<file path="config.mk">
export PLATFORM = sky130hd
export DESIGN_NAME = joystick_scroll_auto_repeat
export DESIGN_NICKNAME = d
export VERILOG_FILES = /design/src/rtl/jsar_pkg.sv /design/src/rtl/jsar_step.sv /design/src/rtl/joystick_scroll_auto_repeat.sv
export SDC_FILE = /design/constraint.sdc
export NUM_CORES = 1
export LEC_CHECK = 0
export BUFFER_PORTS_ARGS = -buffer_cell sky130_fd_sc_hd__buf_2
export CORE_MARGIN = 2
export CORE_UTILIZATION = 44
export DETAILED_ROUTE_END_ITERATION = 7
export PLACE_DENSITY_LB_ADDON = 0.3
export SETUP_SLACK_MARGIN = 0.5
export SYNTH_ARGS = -nofsm -noshare
export SYNTH_HDL_FRONTEND = slang
export SYNTH_HIERARCHICAL = 1
export SYNTH_SLANG_ARGS = --single-unit
</file>
<file path="constraint.sdc">
create_clock -name clk -period 7.3 [get_ports clk]
set_input_delay 1.46 -clock clk [delete_from_list [all_inputs] [get_ports clk]]
set_output_delay 1.46 -clock clk [all_outputs]
set_load 0.02 [all_outputs]
</file>
<file path="src/rtl/jsar_pkg.sv">
// ----------------------------------------------------------------------------
// jsar_pkg: shared types and constants for the joystick scroll auto-repeat
// Word layouts, event kinds, register indexes and the state record.
// ----------------------------------------------------------------------------
package jsar_pkg;

  localparam int unsigned AXIS_W  = 16;
  localparam int unsigned MS_W    = 16;
  localparam int unsigned TIME_W  = 48;
  localparam int unsigned THR_W   = 15;
  localparam int unsigned CODE_W  = 5;
  localparam int unsigned KIND_W  = 2;
  localparam int unsigned IDX_W   = 3;
  localparam int unsigned CFG_W   = 16;
  localparam int unsigned IN_W    = 120;  // 115 field bits padded to bytes
  localparam int unsigned OUT_W   = 56;   // 53 field bits padded to bytes

  // event kinds
  localparam logic [KIND_W-1:0] KIND_TICK  = 2'd0;
  localparam logic [KIND_W-1:0] KIND_START = 2'd1;
  localparam logic [KIND_W-1:0] KIND_END   = 2'd2;

  // register indexes
  localparam logic [IDX_W-1:0] REG_THRESHOLD = 3'd0;
  localparam logic [IDX_W-1:0] REG_FIRST     = 3'd1;
  localparam logic [IDX_W-1:0] REG_NORMAL    = 3'd2;
  localparam logic [IDX_W-1:0] REG_STEP      = 3'd3;
  localparam logic [IDX_W-1:0] REG_FLOOR     = 3'd4;

  // register reset values
  localparam logic [THR_W-1:0] THRESHOLD_RST = 15'd14746;  // 0.45 in Q0.15
  localparam logic [MS_W-1:0]  FIRST_RST     = 16'd250;
  localparam logic [MS_W-1:0]  NORMAL_RST    = 16'd50;
  localparam logic [MS_W-1:0]  STEP_RST      = 16'd5;
  localparam logic [MS_W-1:0]  FLOOR_RST     = 16'd25;

  // direction bits and click code
  localparam logic [CODE_W-1:0] CODE_RIGHT = 5'd1;
  localparam logic [CODE_W-1:0] CODE_LEFT  = 5'd2;
  localparam logic [CODE_W-1:0] CODE_UP    = 5'd4;
  localparam logic [CODE_W-1:0] CODE_DOWN  = 5'd8;
  localparam logic [CODE_W-1:0] CODE_CLICK = 5'd16;

  typedef struct packed {
    logic [THR_W-1:0] threshold;
    logic [MS_W-1:0]  first_delay;
    logic [MS_W-1:0]  normal_delay;
    logic [MS_W-1:0]  delay_step;
    logic [MS_W-1:0]  floor_delay;
  } cfg_t;

  typedef struct packed {
    logic            armed;
    logic            has_scrolled;
    logic            was_pressed;
    logic [MS_W-1:0] time_left;
    logic [MS_W-1:0] repeat_interval;
  } state_t;

  typedef struct packed {
    logic [KIND_W-1:0] kind;
    logic [MS_W-1:0]   elapsed_ms;
    logic [AXIS_W-1:0] horiz_pos;
    logic              horiz_valid;
    logic [AXIS_W-1:0] vert_pos;
    logic              vert_valid;
    logic [AXIS_W-1:0] press_level;
    logic              press_valid;
  } item_t;

endpackage

</file>
<file path="src/rtl/jsar_step.sv">
// ----------------------------------------------------------------------------
// jsar_step: per-word decision logic
// Next state and optional result code for one event, purely combinational.
// ----------------------------------------------------------------------------
module jsar_step (
  input  jsar_pkg::cfg_t                   cfg,
  input  jsar_pkg::state_t                 cur,
  input  jsar_pkg::item_t                  item,
  output jsar_pkg::state_t                 nxt,
  output logic                             emit,
  output logic [jsar_pkg::CODE_W-1:0]      code
);

  logic signed [jsar_pkg::AXIS_W:0] thr_pos;
  logic signed [jsar_pkg::AXIS_W:0] thr_neg;
  logic signed [jsar_pkg::AXIS_W:0] h;
  logic signed [jsar_pkg::AXIS_W:0] v;
  logic [jsar_pkg::CODE_W-1:0]      dir;
  logic                             pressed;
  logic [jsar_pkg::MS_W-1:0]        shrunk;

  assign thr_pos = $signed({2'b00, cfg.threshold});
  assign thr_neg = -thr_pos;
  // absent axis sample reads as centered
  assign h = item.horiz_valid ? $signed({item.horiz_pos[jsar_pkg::AXIS_W-1], item.horiz_pos})
                              : '0;
  assign v = item.vert_valid ? $signed({item.vert_pos[jsar_pkg::AXIS_W-1], item.vert_pos})
                             : '0;

  always_comb begin
    dir = '0;
    if (h > thr_pos) dir = dir | jsar_pkg::CODE_RIGHT;
    else if (h < thr_neg) dir = dir | jsar_pkg::CODE_LEFT;
    if (v > thr_pos) dir = dir | jsar_pkg::CODE_UP;
    else if (v < thr_neg) dir = dir | jsar_pkg::CODE_DOWN;
  end

  assign pressed = item.press_valid && !item.press_level[jsar_pkg::AXIS_W-1]
                   && (item.press_level != '0);

  // interval shrink: first -> normal, then step down while above the floor delay, clamped at zero
  always_comb begin
    shrunk = cur.repeat_interval;
    if (cur.repeat_interval > cfg.floor_delay) begin
      if (cur.repeat_interval == cfg.first_delay) shrunk = cfg.normal_delay;
      else if (cur.repeat_interval > cfg.delay_step)
        shrunk = cur.repeat_interval - cfg.delay_step;
      else shrunk = '0;
    end
  end

  always_comb begin
    nxt  = cur;
    emit = 1'b0;
    code = dir;
    case (item.kind)
      jsar_pkg::KIND_START: begin
        if (!cur.armed) begin
          nxt.armed           = 1'b1;
          nxt.has_scrolled    = 1'b0;
          nxt.was_pressed     = 1'b0;
          nxt.time_left       = '0;
          nxt.repeat_interval = cfg.first_delay;
        end
      end
      jsar_pkg::KIND_END: begin
        if (cur.armed) begin
          nxt.armed = 1'b0;
          emit      = !cur.has_scrolled && cur.was_pressed;
          code      = jsar_pkg::CODE_CLICK;
        end
      end
      jsar_pkg::KIND_TICK: begin
        if (cur.armed) begin
          if (pressed) nxt.was_pressed = 1'b1;
          if (dir == '0) begin
            nxt.time_left       = '0;
            nxt.repeat_interval = cfg.first_delay;
          end else begin
            nxt.has_scrolled = 1'b1;
            if (cur.time_left == '0) begin
              nxt.time_left = cur.repeat_interval;
              emit          = 1'b1;
            end else if (cur.time_left <= item.elapsed_ms) begin
              nxt.repeat_interval = shrunk;
              nxt.time_left       = shrunk;
              emit                = 1'b1;
            end else begin
              nxt.time_left = cur.time_left - item.elapsed_ms;
            end
          end
        end
      end
      default: begin
        // unused kind: no effect
      end
    endcase
  end

endmodule

</file>
<file path="src/rtl/joystick_scroll_auto_repeat.sv">
// ----------------------------------------------------------------------------
// joystick_scroll_auto_repeat: stick to scroll code with accelerating repeat
// Input register, one pass of decision logic, output register.
// ----------------------------------------------------------------------------
// Throughput: one word per cycle while the result stream is not stalled; the only loop is the
//   state update through the combinational jsar_step back into the state register.
// Reset (rst, synchronous): disarmed, countdown zero, interval at the first
//   delay, registers at their defaults, both pipeline registers empty.
module joystick_scroll_auto_repeat (
  input  logic                          clk,
  input  logic                          rst,
  // configuration write port
  input  logic                          cfg_we,
  input  logic [jsar_pkg::IDX_W-1:0]    cfg_index,
  input  logic [jsar_pkg::CFG_W-1:0]    cfg_data,
  // input stream
  input  logic                          s_tvalid,
  output logic                          s_tready,
  // tdata, low bit up: elapsed_ms[15:0], time_stamp[63:16], horiz_pos[79:64],
  //   horiz_valid[80], vert_pos[96:81], vert_valid[97], press_level[113:98],
  //   press_valid[114], zero pad[119:115]
  input  logic [jsar_pkg::IN_W-1:0]     s_tdata,
  // tuser: kind[1:0]
  input  logic [jsar_pkg::KIND_W-1:0]   s_tuser,
  // result stream
  output logic                          m_tvalid,
  input  logic                          m_tready,
  // tdata, low bit up: scroll_code[4:0], event_time[52:5], zero pad[55:53]
  output logic [jsar_pkg::OUT_W-1:0]    m_tdata
);

  // configuration registers
  jsar_pkg::cfg_t   cfg;

  // architectural state
  jsar_pkg::state_t st;
  jsar_pkg::state_t st_next;

  // input register
  logic                         in_vld;
  jsar_pkg::item_t              in_item;
  logic [jsar_pkg::TIME_W-1:0]  in_time;

  // step results
  logic                         emit;
  logic [jsar_pkg::CODE_W-1:0]  code;

  // handshake control
  logic proc;       // word in the input register is evaluated this cycle
  logic out_free;   // output register can take a result this cycle

  assign out_free = !m_tvalid || m_tready;
  assign proc     = in_vld && out_free;
  assign s_tready = !in_vld || proc;

  // ---- configuration ------------------------------------------------------
  always_ff @(posedge clk) begin
    if (rst) begin
      cfg.threshold    <= jsar_pkg::THRESHOLD_RST;
      cfg.first_delay  <= jsar_pkg::FIRST_RST;
      cfg.normal_delay <= jsar_pkg::NORMAL_RST;
      cfg.delay_step   <= jsar_pkg::STEP_RST;
      cfg.floor_delay  <= jsar_pkg::FLOOR_RST;
    end else if (cfg_we) begin
      case (cfg_index)
        jsar_pkg::REG_THRESHOLD: cfg.threshold    <= cfg_data[jsar_pkg::THR_W-1:0];
        jsar_pkg::REG_FIRST:     cfg.first_delay  <= cfg_data;
        jsar_pkg::REG_NORMAL:    cfg.normal_delay <= cfg_data;
        jsar_pkg::REG_STEP:      cfg.delay_step   <= cfg_data;
        jsar_pkg::REG_FLOOR:     cfg.floor_delay  <= cfg_data;
        default: begin
          // indexes past the register list are dropped
        end
      endcase
    end
  end

  // ---- input register -----------------------------------------------------
  always_ff @(posedge clk) begin
    if (rst) in_vld <= 1'b0;
    else if (s_tready) in_vld <= s_tvalid;
  end

  always_ff @(posedge clk) begin
    if (s_tready && s_tvalid) begin
      in_item.kind        <= s_tuser;
      in_item.elapsed_ms  <= s_tdata[15:0];
      in_time             <= s_tdata[63:16];
      in_item.horiz_pos   <= s_tdata[79:64];
      in_item.horiz_valid <= s_tdata[80];
      in_item.vert_pos    <= s_tdata[96:81];
      in_item.vert_valid  <= s_tdata[97];
      in_item.press_level <= s_tdata[113:98];
      in_item.press_valid <= s_tdata[114];
    end
  end

  // ---- decision logic -----------------------------------------------------
  jsar_step u_step (
    .cfg  (cfg),
    .cur  (st),
    .item (in_item),
    .nxt  (st_next),
    .emit (emit),
    .code (code)
  );

  // state advances only when the word is evaluated
  always_ff @(posedge clk) begin
    if (rst) begin
      st.armed           <= 1'b0;
      st.has_scrolled    <= 1'b0;
      st.was_pressed     <= 1'b0;
      st.time_left       <= '0;
      st.repeat_interval <= jsar_pkg::FIRST_RST;
    end else if (proc) begin
      st <= st_next;
    end
  end

  // ---- output register ----------------------------------------------------
  always_ff @(posedge clk) begin
    if (rst) m_tvalid <= 1'b0;
    else if (out_free) m_tvalid <= proc && emit;
  end

  always_ff @(posedge clk) begin
    if (proc && emit) m_tdata <= {3'b000, in_time, code};
  end

  // ---- assertions ---------------------------------------------------------
  // a result always carries a direction or the click
  a_code_nonzero: assert property (@(posedge clk) disable iff (rst)
    m_tvalid |-> (m_tdata[jsar_pkg::CODE_W-1:0] != '0))
    else $error("result with empty scroll code");

  // a new result only appears after an evaluated word
  a_result_source: assert property (@(posedge clk) disable iff (rst)
    (m_tvalid && !$past(m_tvalid)) |-> $past(proc))
    else $error("result without an evaluated word");

  // an evaluated end event always leaves the block disarmed
  a_end_disarms: assert property (@(posedge clk) disable iff (rst)
    (proc && in_item.kind == jsar_pkg::KIND_END) |=> !st.armed)
    else $error("still armed after end event");

  // a click is only produced by an end event
  a_click_on_end: assert property (@(posedge clk) disable iff (rst)
    (proc && emit && code == jsar_pkg::CODE_CLICK) |-> (in_item.kind == jsar_pkg::KIND_END))
    else $error("click outside end event");

endmodule
</file>
==> impl_metrics.csv, run 1 <==
group,metric,value,unit
status,outcome,"finished, final reports clean",
grt,grt_pass1_vias,11517,
placed_design,placedCellCount,2115,
clock_tree,clk_latency,0.58,ns
synthesis,yosysWarnings,6,
grt,overflow,0,
cells_and_area,nets,1950,
synthesis,synth_cell_types,77,
placed_design,numPortBuffers,195,
setup_path,crit_fanout,31,
power,cellLeakagePower,7.01,nW
placed_design,dp_hpwl,29.2,mm
power,vdd_drop_max,0.189,mV
clock_tree,h-tree-depth,1,
floorplanning,start_util,44.4,%
power,comb_power_share,10.1,%
drt,drcViolationCount,0,
sta,finalHoldViolCount,0,
cells_and_area,drive_above_1_share,16.0,%
min_path,hold_class,"reg2reg",
grt,grt_antenna_before_repair,1,
cells_and_area,antenna_cells,0,
cells_and_area,area_growth,15.9,%
drt,wl_per_cell,18.6,um
sta,rsz0062_at_grt,"false",
synthesis,syn_area,15200,um^2
setup_path,required,7.57,ns
synthesis,synth_area_leaders,"edfxtp_1, dfxtp_1, ha_1",
drt,vias,12048,
power,switching_power,898,uW
sta,min_period,5.56,ns
setup_path,path_class,"reg2reg",
grt,grt_usage,22.1,%
drt,drtPass1Iterations,7,
sta,fmax,180,MHz
clock_tree,clk_pin_slew,0.06,ns
floorplanning,dieArea,36100,um^2
power,power_density,215,nW/um^2
clock_tree,cts_buffer_depth,3,
synthesis,synth_edf_count,170,
sta,worst_pin_slew,1.02,ns
sta,clock_skew,0.0112,ns
clock_tree,cts_root_buffer,"clkbuf_16",
floorplanning,rows,68,
synthesis,synth_top_area_share,33.6,%
placed_design,place.gp.congestion,0.895,
sta,finalSetupViolations,0,
placed_design,dpl_cell_area,16600,um^2
drt,postRouteAntennaNets,0,
setup_path,critPathLaunchType,"flop",
synthesis,yosysMostFrequentCell,"edfxtp_1",
clock_tree,cts.sinks,286,
clock_tree,cts_made_buffers,30,
power,p_total,3.80,mW
setup_path,worst_ep_arrival_time,5.83,ns
clock_tree,cts.repair.resized,0,
setup_path,endpoint_kind,"flop",
drt,drtIter0Drc,988,
floorplanning,die_h,190,um
power,p_int,2.90,mW
synthesis,synth_seq_area_share,48.8,%
synthesis,netlist_instances,1523,
grt,grt_pass1_wl,62.7,mm
drt,wl,40.4,mm
floorplanning,ios,204,
sta,tns,0,ns
sta,maxSlewHeadroom,31.8,%
synthesis,ys.flop_type,"edfxtp_1",
run,maxCapViolCount,0,
cells_and_area,design_area,17600,um^2
synthesis,avgSynthCellArea,9.99,um^2
cells_and_area,stdcell_count,2169,
power,power.share.sequential,47.1,%
synthesis,synth_top_area_cell,"edfxtp_1",
synthesis,synth-async-reset-ratio,0,%
synthesis,ys_ff_latch,286,
floorplanning,core_area,34300,um^2
cells_and_area,final_util,51.4,%
power,swShare,23.7,%
clock_tree,post_cts_buffers,0,
synthesis,synth.top_cells.by_count,"edfxtp_1, nand2_1, a21oi_1",
cells_and_area,fill_cells,3119,
power,power.share.clock,42.8,%
drt,viasPerCell,5.55,
floorplanning,die_w,190,um
sta,post-route-period-util,76.2,%
sta,drv_slew,0,
grt,grt_max_degree,100,
clock_tree,cts_tree,"built",
clock_tree,ctsHoldBuffers,0,
==> registers in the layout, indices dropped and copies added, names as in the netlist <==
name      cells
cfg          79
in_item      69
m_tdata      53
in_time      48
st           35
in_vld        1
m_tvalid      1
==> cell usage in the layout, fill, tap and decap left out, drive strengths merged, types with 7 or more instances in the layout <==
master | netlist | layout
dfxtp | 116 | 116
o21ai | 72 | 72
a21oi | 120 | 120
buf | 20 | 210
o31ai | 13 | 13
nor2 | 105 | 105
nand4b | 30 | 30
nand4 | 25 | 25
o22ai | 10 | 10
a221o | 13 | 13
ha | 110 | 110
and2 | 34 | 34
a22oi | 20 | 20
xor2 | 7 | 7
nand2b | 46 | 46
clkbuf | 55 | 42
and3 | 10 | 10
nor4 | 12 | 12
o21a | 10 | 10
a21o | 19 | 19
nand2 | 164 | 164
inv | 98 | 98
nor3 | 39 | 39
nor2b | 9 | 9
xnor2 | 44 | 44
edfxtp | 170 | 170
nand3 | 17 | 17
mux2i | 25 | 25
==> path summary, 6_finish.rpt <==
path | cells past startpoint | slack, ns | start | end
max | 17 | 1.74 | cfg[65] | m_tdata[21]
min | 0 | 0.42 | in_time[4] | m_tdata[9]
max reg2reg | 17 | 1.74 | cfg[65] | m_tdata[21]
min reg2reg | 0 | 0.42 | in_time[4] | m_tdata[9]
==> cells by family after synthesis <==
group	after synthesis	synth area share (%)
AND/OR/NAND/NOR	519	17.6
AO/OA/AOI/OAI	353	14.9
flip-flops	286	48.8
buffers and inverters	173	4.52
adder cells (fa/ha/maj)	113	9.38
XOR/XNOR	52	3.09
multiplexers	26	1.72
other	1	0.0247
==> power groups by stage <==
stage / Sequential, mW / Clock [mW] / Combinational (mW)
6_report: 1.79 / 1.63 / 0.383
5_1_grt: 1.79 / 1.72 / 0.419
4_1_cts: 1.79 / 1.66 / 0.378
3_5_place_dp: 1.82 / 0 / 0.376
3_3_place_gp: 1.82 / 0 / 0.369
2_1_floorplan: 1.81 / 0 / 0.245
==> layout make-up <==
cell class | instances | area, um^2 | share of cell area (%)
flip-flops and latches | 286 | 7430 | 42.1
multi-input cells | 1066 | 7120 | 40.4
repair buffers | 210 | 1090 | 6.19
clock buffers | 42 | 858 | 4.87
well taps | 455 | 569 | 3.23
inverters | 98 | 368 | 2.09
clock inverters | 12 | 194 | 1.10
==> worst max-delay path, stage by stage, from the launching register on <==
cell,delay (ns)
dfxtp_1,0.34
inv_1,0.13
ha_1,0.22
or4b_4,0.51
nor2_1,0.13
xnor2_1,0.19
ha_1,0.30
a41oi_1,0.18
a21boi_0,0.16
o311ai_0,0.58
a2111oi_0,0.20
or3_1,0.58
nand3_1,0.15
buf_4,0.23
nand2_1,0.09
a22oi_1,0.19
and3_2,0.70
buf_4,0.33
==> through the flow <==
step / hold WS (ns) / setup slack, ns
floorplan: 0.400 / 2.07
global placement: 0.401 / 1.82
detailed placement: 0.405 / 1.83
CTS: 0.414 / 1.79
global route: 0.422 / 1.38
finish: 0.416 / 1.74
==> routing by layer <==
layer	vias up	track usage (%)	routed length, um
li1	5888	-	-
met1	5676	28.6	17200
met2	400	36.9	19100
met3	84	4.83	3020
met4	0	6.98	1050
met5	-	0	0
(Power assumes the default switching activity.)
==> inputs of run 2 (changes only) <==
- clock period: 7.3 -> 4.6 ns (I/O delays scaled with it)
==> impl_metrics.csv, run 2 (synthesis gave the netlist of run 1 again) <==
group,metric,value,unit
clock_tree,cts_buffer_depth,3,
setup_path,critPathLaunchType,"flop",
grt,grt_max_degree,105,
grt,grt_pass1_wl,63.9,mm
sta,fin_hold_ws,0.416,ns
setup_path,required,4.89,ns
power,vdd_drop_max,0.381,mV
placed_design,place.gp.congestion,0.899,
status,outcome,"finished, final reports clean",
drt,wl_per_cell,18.8,um
clock_tree,h-tree-depth,1,
setup_path,endpoint_kind,"flop",
cells_and_area,stdcell_count,2198,
drt,vias,12207,
cells_and_area,final_util,52.8,%
drt,drtPass1Iterations,6,
sta,worst_slack,0.618,ns
cells_and_area,top_register,"cfg",
setup_path,cp_common_cell,"or4b_4",
drt,drtIter0Drc,1110,
sta,rsz0062_at_grt,"true",
sta,tns,0,ns
clock_tree,clk_latency,0.59,ns
floorplanning,core_area,34300,um^2
cells_and_area,nets,1978,
sta,finalSetupViolations,0,
floorplanning,die_h,190,um
grt,grt_pass1_vias,11858,
clock_tree,cts_root_buffer,"clkbuf_16",
placed_design,placedCellCount,2133,
floorplanning,rows,68,
power,power.share.clock,40.8,%
setup_path,slowest_delay,0.57,ns
clock_tree,cts.sinks,286,
clock_tree,clk_pin_slew,0.06,ns
sta,maxSlewHeadroom,26.3,%
setup_path,worst_ep_arrival_time,4.27,ns
setup_path,crit_fanout,26,
cells_and_area,mostFrequentLayoutCells,"buf_2, edfxtp_1, nand2_1",
sta,clock_skew,0.0325,ns
placed_design,dpl_cell_area,16800,um^2
cells_and_area,antenna_cells,0,
placed_design,dp_slack,0.231,ns
setup_path,crit_chain,"inv_4 > ha_4 > or4b_4 > or4b_4 > xnor2_2 > maj3_2 > a311o_1 > or3_4 > nand3_4 > nand2_2 > a22oi_2 > and3_4 > clkbuf_16",
floorplanning,die_w,190,um
grt,grt_antenna_before_repair,0,
power,power.share.sequential,48.2,%
drt,viasPerCell,5.55,
floorplanning,dieArea,36100,um^2
sta,finalHoldViolCount,0,
sta,fmax,251,MHz
power,comb_power_share,10.9,%
min_path,hold_class,"reg2reg",
drt,drcViolationCount,0,
grt,overflow,0,
grt,grt_usage,22.5,%
floorplanning,ios,204,
sta,post-route-period-util,86.6,%
power,cellLeakagePower,7.21,nW
cells_and_area,final_common_cell,"buf_2",
placed_design,dp_hpwl,29.9,mm
cells_and_area,largest_registers,"cfg x79, in_item x69, m_tdata x53",
cells_and_area,area_growth,19.1,%
placed_design,numPortBuffers,195,
setup_path,slowest_stage,"or4b_4",
run,maxCapViolCount,0,
floorplanning,start_util,44.4,%
setup_path,path_class,"reg2reg",
cells_and_area,design_area,18100,um^2
cells_and_area,largest_reg_flops,79,
sta,worst_pin_slew,1.10,ns
power,swShare,24.9,%
cells_and_area,fill_cells,3034,
power,p_total,5.87,mW
power,switching_power,1.46,mW
drt,postRouteAntennaNets,0,
clock_tree,cts_tree,"built",
cells_and_area,drive_above_1_share,19.8,%
sta,min_period,3.98,ns
clock_tree,ctsHoldBuffers,0,
clock_tree,cts_made_buffers,30,
power,power_density,324,nW/um^2
power,p_int,4.41,mW
sta,drv_slew,0,
drt,wl,41.4,mm
[run 2: cell type report]
class | instances | area (um^2) | area share (%)
sequential | 286 | 7430 | 41.1
inverter | 98 | 370 | 2.04
timing repair buffer | 237 | 1360 | 7.52
multi-input combinational | 1067 | 7390 | 40.8
clock buffer | 31 | 754 | 4.17
tap | 455 | 569 | 3.14
clock inverter | 24 | 226 | 1.25
[run 2: final timing paths]
path / startpoint / to / slack (ns) / cells past startpoint
worst min register to register: in_time[15] / m_tdata[20] / 0.42 / 0
worst max register to register: cfg[65] / m_tdata[51] / 0.62 / 13
worst min-delay path: in_time[15] / m_tdata[20] / 0.42 / 0
worst max-delay path: cfg[65] / m_tdata[51] / 0.62 / 13
[run 2: metal layers]
metal  track usage (%)  routed length (um)
met1              29.5               17400
met2              37.9               19800
met3              4.13                3070
met4              6.77                1100
met5                 0                   0
[run 2: repair_timing]
action,4_1_cts,5_1_grt
cloned,0,3
endpoints found under the setup margin,84,85
resized for setup,11,43
pin swaps,1,11
setup buffers,0,7
[run 2: critical path: cells and delay by family, from the launching register on]
kind	cells	cell delay, ns
xor gates and xnor gates	1	0.19
adders and majority gates	2	0.46
and+or+nand+nor	6	1.96
AOI/OAI and AO/OA	2	0.43
buffers and inverters	2	0.30
DFF	1	0.36
[run 2: power by group through the flow]
stage	clock network [mW]	registers, mW	logic (mW)
2_1_floorplan	0	2.87	0.395
3_3_place_gp	0	2.89	0.602
3_5_place_dp	0	2.89	0.610
4_1_cts	2.46	2.83	0.617
5_1_grt	2.56	2.84	0.701
6_report	2.40	2.83	0.642
==> inputs of run 3 (changes only) <==
==> constraint.sdc (replaced) <==
create_clock -name clk -period 4.6 [get_ports clk]
set_input_delay 0.46 -clock clk [delete_from_list [all_inputs] [get_ports clk]]
set_output_delay 0.46 -clock clk [all_outputs]
set_load 0.02 [all_outputs]
==> impl_metrics.csv, run 3 (synthesis gave the netlist of run 1 again) <==
group,metric,value,unit
setup_path,cp_common_cell,"or4b_4",
sta,finalSetupViolations,0,
sta,drv_slew,0,
grt,grt_antenna_before_repair,0,
grt,overflow,0,
clock_tree,cts_made_buffers,31,
drt,drtIter0Drc,1062,
floorplanning,dieArea,36100,um^2
floorplanning,rows,68,
cells_and_area,drive_above_1_share,20.2,%
cells_and_area,fill_cells,3086,
setup_path,endpoint_kind,"flop",
grt,grt_usage,22.8,%
power,p_total,6.33,mW
sta,post-route-period-util,89.5,%
setup_path,rr_worst_depth,14,
drt,drcViolationCount,0,
cells_and_area,regArea,7430,um^2
floorplanning,die_w,190,um
cells_and_area,top_register,"cfg",
cells_and_area,nets,1982,
min_path,holdPathStages,1,
setup_path,slowest_delay,0.58,ns
clock_tree,clk_pin_slew,0.07,ns
setup_path,crit_fanout,6,
sta,fin_hold_ws,0.0410,ns
setup_path,timing.rr.end,"st[25]",
placed_design,place.gp.congestion,0.890,
drt,wl_per_cell,19.2,um
status,outcome,"finished, final reports clean",
drt,wl,42.4,mm
sta,worst_pin_slew,1.12,ns
setup_path,r2r-start,"cfg[65]",
setup_path,critPathTopFamily,"simple AND/OR/NAND/NOR gates",
min_path,hold_end,"in_item[65]",
power,power_density,345,nW/um^2
cells_and_area,final_common_cell,"buf_2",
setup_path,crit_chain,"inv_4 > ha_4 > or4b_4 > buf_4 > or4b_4 > xnor2_4 > maj3_2 > a311o_1 > or3_4 > and3_4 > or4_4 > o21ai_2 > nand4b_1 > o21ai_1",
clock_tree,ctsHoldBuffers,0,
grt,grt_max_degree,88,
power,vdd_drop_max,0.346,mV
placed_design,numPortBuffers,195,
setup_path,crit_buf_inv,2,
cells_and_area,antenna_cells,0,
cells_and_area,largest_reg_flops,79,
clock_tree,cts.sinks,286,
cells_and_area,multi_input_area,7420,um^2
sta,maxSlewHeadroom,25.5,%
sta,finalHoldViolCount,0,
cells_and_area,area_growth,20.4,%
setup_path,required,5.13,ns
drt,drtPass1Iterations,5,
clock_tree,clk_latency,0.59,ns
grt,grt_pass1_vias,11802,
sta,rsz0062_at_grt,"true",
setup_path,path_class,"reg2reg",
clock_tree,cts_root_buffer,"clkbuf_16",
drt,postRouteAntennaNets,0,
placed_design,dp_hpwl,30.4,mm
setup_path,r2r_setup_slack,0.48,ns
floorplanning,start_util,44.4,%
floorplanning,core_area,34300,um^2
clock_tree,cts_buffer_depth,3,
drt,vias,12326,
setup_path,cp.depth,14,
sta,fmax,243,MHz
cells_and_area,mostFrequentLayoutCells,"buf_2, edfxtp_1, nand2_1",
clock_tree,h-tree-depth,1,
sta,clock_skew,0.0217,ns
floorplanning,die_h,190,um
power,cellLeakagePower,7.26,nW
min_path,hold_class,"in2reg",
cells_and_area,largest_registers,"cfg x79, in_item x69, m_tdata x53",
setup_path,critPathLaunchType,"flop",
drt,viasPerCell,5.59,
setup_path,worst_ep_arrival_time,4.65,ns
grt,grt_pass1_wl,64.6,mm
clock_tree,cts_tree,"built",
sta,tns,0,ns
min_path,worstHoldStart,"s_tdata[14]",
sta,min_period,4.12,ns
run,maxCapViolCount,0,
floorplanning,ios,204,
setup_path,slowest_stage,"or4b_4",
## run 3: worst max-delay path by stage
stage	to	from	slack, ns
floorplan	m_tdata[0]	cfg[65]	0.51
global placement	st[25]	cfg[65]	0.13
detailed placement	st[25]	cfg[65]	0.12
CTS	st[25]	cfg[65]	0.50
global route	st[25]	cfg[74]	0.36
finish	st[25]	cfg[65]	0.48
## run 3: what timing repair did
item | 4_1_cts | 5_1_grt
pin swaps | 3 | 16
setup buffers | 3 | 8
gates cloned | 0 | 3
resized for setup | 16 | 35
endpoints found under the setup margin | 85 | 84
## run 3: power by group
part / internal, mW / total, mW / switching [mW]
clock: 1.75 / 2.83 / 1.08
combinational: 0.253 / 0.658 / 0.405
sequential: 2.79 / 2.84 / 0.0404
## run 3: through the flow
stage / instances / setup slack [ns] / cell area [um^2] / utilization (%)
final: 2204 / 0.485 / 18300 / 53.4
after global routing: 2204 / 0.363 / 18300 / 53.4
after global placement: 2132 / 0.130 / 16800 / 49.0
after floorplan: 1525 / 0.512 / 15300 / -
after CTS: 2193 / 0.500 / 18000 / 52.6
after detailed placement: 2132 / 0.120 / 16800 / 49.0
## run 3: worst reg2reg max path, delay by kind of cell, from the launching register on
kind / cells / cell delay (ns)
simple gates: 6 / 2.35
compound gates: 3 / 0.52
fa+ha+maj: 2 / 0.45
flops: 1 / 0.36
buf+inv: 2 / 0.22
xor+xnor: 1 / 0.16
## run 3: final cells by class
type / count / share of cell area (%)
repair buffers: 239 / 7.43
multi-input cells: 1068 / 40.5
clock buffers: 33 / 4.28
clock inverters: 25 / 2.11
flip-flops and latches: 286 / 40.6
inverters: 98 / 2.02
well taps: 455 / 3.11
## run 3: routing by layer
metal	part of all wire (%)	track usage, %
met1	42	29.7
met2	47	38.5
met3	8.5	4.67
met4	2.2	6.26
met5	0	0
